### src/hw/rtl/imh_pkg.sv
`default_nettype none
package imh_pkg;
	localparam int CAPACITY    = 256;
	localparam int SLOT_BITS   = $clog2(CAPACITY);
	localparam int COUNT_BITS  = $clog2(CAPACITY + 1);
	localparam int ID_BITS     = 8;
	localparam int ID_COUNT    = 256;
	localparam int WEIGHT_BITS = 32;
	localparam int QUEUE_DEPTH = 2;

	localparam logic [1:0] OP_INSERT  = 2'd0;
	localparam logic [1:0] OP_EXTRACT = 2'd1;
	localparam logic [1:0] OP_REMOVE  = 2'd2;
	localparam logic [1:0] OP_UNUSED  = 2'd3;

	localparam logic [2:0] ST_OK       = 3'd0;
	localparam logic [2:0] ST_DUP      = 3'd1;
	localparam logic [2:0] ST_NOTFOUND = 3'd2;
	localparam logic [2:0] ST_EMPTY    = 3'd3;
	localparam logic [2:0] ST_FULL     = 3'd4;

	// one queued command between front and back
	typedef struct packed {
		logic [1:0]                    op;
		logic [ID_BITS-1:0]            id;
		logic signed [WEIGHT_BITS-1:0] weight;
	} cmd_t;
endpackage
`default_nettype wire

### src/hw/rtl/imh_front.sv
`default_nettype none
// input skid queue: takes words while the back end is busy
module imh_front (
	input  wire logic          clk,
	input  wire logic          arst_n,
	input  wire logic          in_valid,
	output logic               in_ready,
	input  wire imh_pkg::cmd_t in_cmd,
	output logic               cmd_valid,
	input  wire logic          cmd_ready,
	output imh_pkg::cmd_t      cmd
);
	localparam int PB = $clog2(imh_pkg::QUEUE_DEPTH);
	imh_pkg::cmd_t   fifo_q [imh_pkg::QUEUE_DEPTH];
	logic [PB-1:0]   wr_q, rd_q;
	logic [PB:0]     cnt_q;
	logic push, pop;

	assign in_ready  = cnt_q != (PB+1)'(imh_pkg::QUEUE_DEPTH);
	assign cmd_valid = cnt_q != '0;
	assign cmd       = fifo_q[rd_q];
	assign push = in_valid && in_ready;
	assign pop  = cmd_valid && cmd_ready;

	always_ff @(posedge clk) begin
		if (push) fifo_q[wr_q] <= in_cmd;
	end

	// pointers and fill level
	always_ff @(posedge clk or negedge arst_n) begin
		if (!arst_n) begin
			wr_q <= '0; rd_q <= '0; cnt_q <= '0;
		end else begin
			if (push) wr_q <= wr_q + PB'(1);
			if (pop)  rd_q <= rd_q + PB'(1);
			cnt_q <= cnt_q + (PB+1)'(push) - (PB+1)'(pop);
		end
	end
endmodule
`default_nettype wire

### config.mk
export PLATFORM = sky130hd
export DESIGN_NAME = imh_front
export DESIGN_NICKNAME = d
export VERILOG_FILES = /design/src/hw/rtl/imh_pkg.sv /design/src/hw/rtl/imh_front.sv
export SDC_FILE = /design/constraint.sdc
export NUM_CORES = 1
export LEC_CHECK = 0
export BUFFER_PORTS_ARGS = -buffer_cell sky130_fd_sc_hd__clkbuf_2
export CAP_MARGIN = 25
export CORE_MARGIN = 2
export CORE_UTILIZATION = 51
export CTS_CLUSTER_SIZE = 8
export DETAILED_ROUTE_END_ITERATION = 10
export HOLD_SLACK_MARGIN = 0.1
export MAX_ROUTING_LAYER = met4
export PLACE_DENSITY_LB_ADDON = 0.3
export SLEW_MARGIN = 20
export SYNTH_ARGS = -nofsm -noshare
export SYNTH_HDL_FRONTEND = slang
export SYNTH_SLANG_ARGS = --single-unit
### constraint.sdc
create_clock -name clk -period 3.3 [get_ports clk]
set_clock_uncertainty 0.15 [all_clocks]
set_input_delay 0.495 -clock clk [delete_from_list [all_inputs] [get_ports clk]]
set_output_delay 0.495 -clock clk [all_outputs]
set_load 0.01 [all_outputs]
=== Word-level counts from Yosys, hierarchy flattened ===
Memory sizes are Yosys's and may differ from the RTL's.
Index checks and enable logic that the tools add are counted.

* Output and inout port bits: 44
* Bits of input ports: 46
* Memories kept: 1
* Word-level logic and storage cells: 14
* Flip-flop bits (word level): 4
* Memory bits (writable): 84

{| class="wikitable"
|+ Memories
! name !! depth !! width !! read ports !! clocked after memory_dff !! write ports !! line !! RTL
|-
| fifo_q || 2 || 42 || 1 || 0 || 1 || imh_front.sv:14 || <nowiki>imh_pkg::cmd_t fifo_q [imh_pkg::QUEUE_DEPTH];</nowiki>
|}

* Equality and inequality tests: 1
* Reductions and logical operators: 3
* Muxes and demuxes: 2
* Add/subtract/negate cells: 4

{| class="wikitable"
|+ Operator list
! operator !! number
|-
| $add 1x1->1 const B || 2
|-
| $add 2x1->2 || 1
|-
| $logic_and 1x1->1 || 2
|-
| $mux 1 || 2
|-
| $ne 2x2->1 const B || 1
|-
| $reduce_bool 2->1 || 1
|-
| $sub 2x1->2 || 1
|}

=== Longest topological paths before layout ===
* Depth in word-level cells: 4
* Depth in mapped cells: 5
* Gate-level depth less buffers: 5

=== Least setup slack after synthesis ===
OpenSTA, ideal clock, no wires.

* Kind: reg-to-reg
* From: register cnt_q[0]
* To: memory fifo_q[0][0] in the netlist's numbering (enable)
* Data required time: 2709 ps
* Path slack: 232 ps
* Data arrival time: 2476 ps
* Buffers on the path: 0
* Stages on the path, launching flop included: 4
* Cell sequence: dfrtp_1 > nand2b_1 > nand2_1 > nor2_1

* Cells in the longest elaborated chain, start to end: 4

{| class="wikitable"
|+ Ends and longest elaborated chain
! element !! line !! RTL
|-
| start: declaration || imh_front.sv:16 || <nowiki>logic [PB:0] cnt_q;</nowiki>
|-
| start signal: assignment || imh_front.sv:36 || <nowiki>cnt_q <= cnt_q + (PB+1)'(push) - (PB+1)'(pop);</nowiki>
|-
| $ne 2x2->1 || imh_front.sv:19 || <nowiki>assign in_ready = cnt_q != (PB+1)'(imh_pkg::QUEUE_DEPTH);</nowiki>
|-
| named net in_ready || imh_front.sv:7 || <nowiki>output logic in_ready,</nowiki>
|-
| $logic_and 1x1->1 || imh_front.sv:22 || <nowiki>assign push = in_valid && in_ready;</nowiki>
|-
| $mux 1 || imh_front.sv:26 || <nowiki>if (push) fifo_q[wr_q] <= in_cmd;</nowiki>
|-
| $mux 1 (implied by the code) || imh_front.sv:26 ||
|-
| end: declaration || imh_front.sv:14 ||
|}

The timed path passes the listed nets, and every way through them passes these cells.

==> results.md <==
- Setup Viol. Count Final: 0
- Hold Path Class: in -> reg
- Hold Slack: 0.188 ns
- Most common cell after layout, fill and taps aside: clkbuf_2
- Period utilisation layout: 77.1%
- Crit path time final: roughly 2.5 ns
- EDFF count, synth: between 80 and 90
- Fraction of layout instances using a drive strength above 1: 60.2%
- Post-synth ARST share: 4.55%
- Status: complete, no violations
- Cell Area, Synth: 3260 sq um
- Cells after synthesis: 153
- Critical path's largest stage delay: between 0.7 and 0.8 ns
- Top FF cell, synth: edfxtp_1
- Startpoint types: flop
- Buffer depth of the longest clock path: 2
- Final hold violation count: 0
- Vias in the first global route: around 1700
- Post-Syn Nets: 200
- Synth cell types: 18
- Port Buffer Count: 89
- P_leak: between 1.5 and 2 nW
- Worst Tran Pin Value: 0.725 ns
- RePlAce Congestion: 0.753
- Die width: 84.0 microns
- Final #Nets: 301
- Arrival time at the worst endpoint: 1.90 ns
- Area of placed instances: 3820 sq um
- Slew HR: ~52%
- CP Data Required Time: 2.65 ns
- CTS tree: built
- I/O pin cnt: 90
- Vias: 1683
- Multi-input logic area: 601 sq um
- GRT overflow: 0
- Drt first pass iters: 4
- Full die area: 7060 sq um
- Clock slew at reported path FFs: 0.08 ns
- Synth warn: 0
- Peak Freq: about 390 MHz
- RSZ-0062 raised after global routing: no
- Post-route setup TNS: 0 ns
- Core Area: 6280 sq um
- Critical-path cell list: buf_4 > mux2_2 > clkbuf_2
- Die Y: 84.0 microns
- Most frequent cells in the layout: clkbuf_2 (89), edfxtp_1 (84), mux2_2 (42)
- Sequential area share after synthesis: 80.3%
- Setup CP Type: reg -> out
- CTS-repair resized insts: 0
- Total Routed Length: between 5000 and 6000 microns
- Final ANT Viol Nets: 0
- DP HPWL: 3570 microns
- CP Max Fanout: 23
- Via density: 5.01
- First-pass GRT wire length: 8030 microns
- Initial Utilization: 52.0%
- Synthesis-stage register bit count: 88
- Detailed-route DRC error count: 0
- TritonCTS Buffers: 9
- Worst Setup End Kind: output pin
- PD cells: 854 nW/um^2
- Clock latency on the worst-skew pair: 0.34 ns
- CTS root buf: clkbuf_8
- Max cap viols: 0
- Antenna diodes: 0
- Std-Cell Rows: 29
- Total track usage: 15.8%
- Crit path max-delay family: flip-flops
- Worst Path Buf+Inv: 2
- Pin count of the biggest net entering global routing: 32
- Highest-delay cell along the critical path: dfrtp_2
- Area growth syn-to-layout: 23.9%
- Slew Viols, Final: 0
- Register area: 2620 sq um
- Starting DRC count in detailed routing: 97
- H-tree levels: 3
- Layout Cell Area excl Fill: 4050 sq um
- WL/cell: ~15 microns
- Initial antenna violation count: 0
- Average cell area after synthesis: 21.3 sq um
- # clock sinks: 88
- Peak VDD IR: between 400 and 500 uV
- Fillers: 456
==> worst register-to-register path: stages (launching register included) <==
cell and delay, ns:
dfrtp_1 0.45, nand2b_1 0.19, and3_2 0.69, buf_4 0.30
==> cell usage after synthesis (all sizes together), types with 2 or more instances <==
master | number | share of area [%]
buf | 5 | 1.5
dfrtp | 4 | 3.1
edfxtp | 84 | 77
mux2 | 42 | 14
nand2 | 2 | 0.23
nor2 | 3 | 0.34
xnor2 | 3 | 0.81
==> registers in the layout, indices dropped and copies added, names as in the netlist <==
| register | count |
|---|---|
| fifo_q | 84 |
| rd_q | 1 |
| cnt_q | 2 |
| wr_q | 1 |
==> final timing paths <==
path                                           end  slack, ns               start  cells after the start
max                                        cmd[41]       0.76    rd_q$_DFFE_PN0P_                      3
min                        fifo_q[1][29]$_DFFE_PP_       0.19          in_cmd[29]                      1
max reg2reg                fifo_q[1][33]$_DFFE_PP_       1.24  cnt_q[0]$_DFF_PN0_                      3
min reg2reg                       wr_q$_DFFE_PN0P_       0.41    wr_q$_DFFE_PN0P_                      1
max in group asynchronous         rd_q$_DFFE_PN0P_       2.51              arst_n                      2
min in group asynchronous       cnt_q[0]$_DFF_PN0_       0.34              arst_n                      2
==> what timing repair did <==
item                      CTS  global route
buffers inserted            0             0
hold endpoints to repair    4             0
hold buffers                1             0
==> power breakdown <==
part | internal, mW | switching (mW)
clock network | 0.427 | 0.361
registers | 1.53 | 0.129
logic | 0.502 | 0.510
==> per-stage QoR <==
step,cells,setup WS (ns),utilization [%],power [mW]
3_3_place_gp,319,1.11,60.8,2.69
3_5_place_dp,319,1.10,60.8,2.71
5_1_grt,336,0.639,64.4,3.63
4_1_cts,336,0.715,64.4,3.50
2_1_floorplan,153,0.232,-,2.34
6_report,336,0.757,64.4,3.46
==> kinds of logic after synthesis <==
kind of cell    synth area share, %
flops                          80.3
fa+ha+maj                     0.383
buf+inv                        1.53
compound gates                0.958
simple gates                   1.50
xor+xnor                      0.805
mux                            14.5
==> metal layers <==
| metal | part of all wire, % | track usage, % | vias up | wire length, microns |
|---|---|---|---|---|
| li1 | - | - | 808 | - |
| met1 | 42 | 18.6 | 818 | 2180 |
| met2 | 50 | 25.5 | 48 | 2620 |
| met3 | 6.1 | 4.25 | 9 | 314 |
| met4 | 1.4 | 7.48 | 0 | 75 |
| met5 | 0 | - | - | 0 |
==> cell type report <==
cell class / instances / share of cell area, %
multi-input cells: 60 / 14.8
clock buffers: 9 / 3.06
clock inverters: 7 / 2.35
well taps: 77 / 2.38
repair buffers: 95 / 12.5
flip-flops and latches: 88 / 64.9
Note: power is estimated with default switching activity, not from simulation.
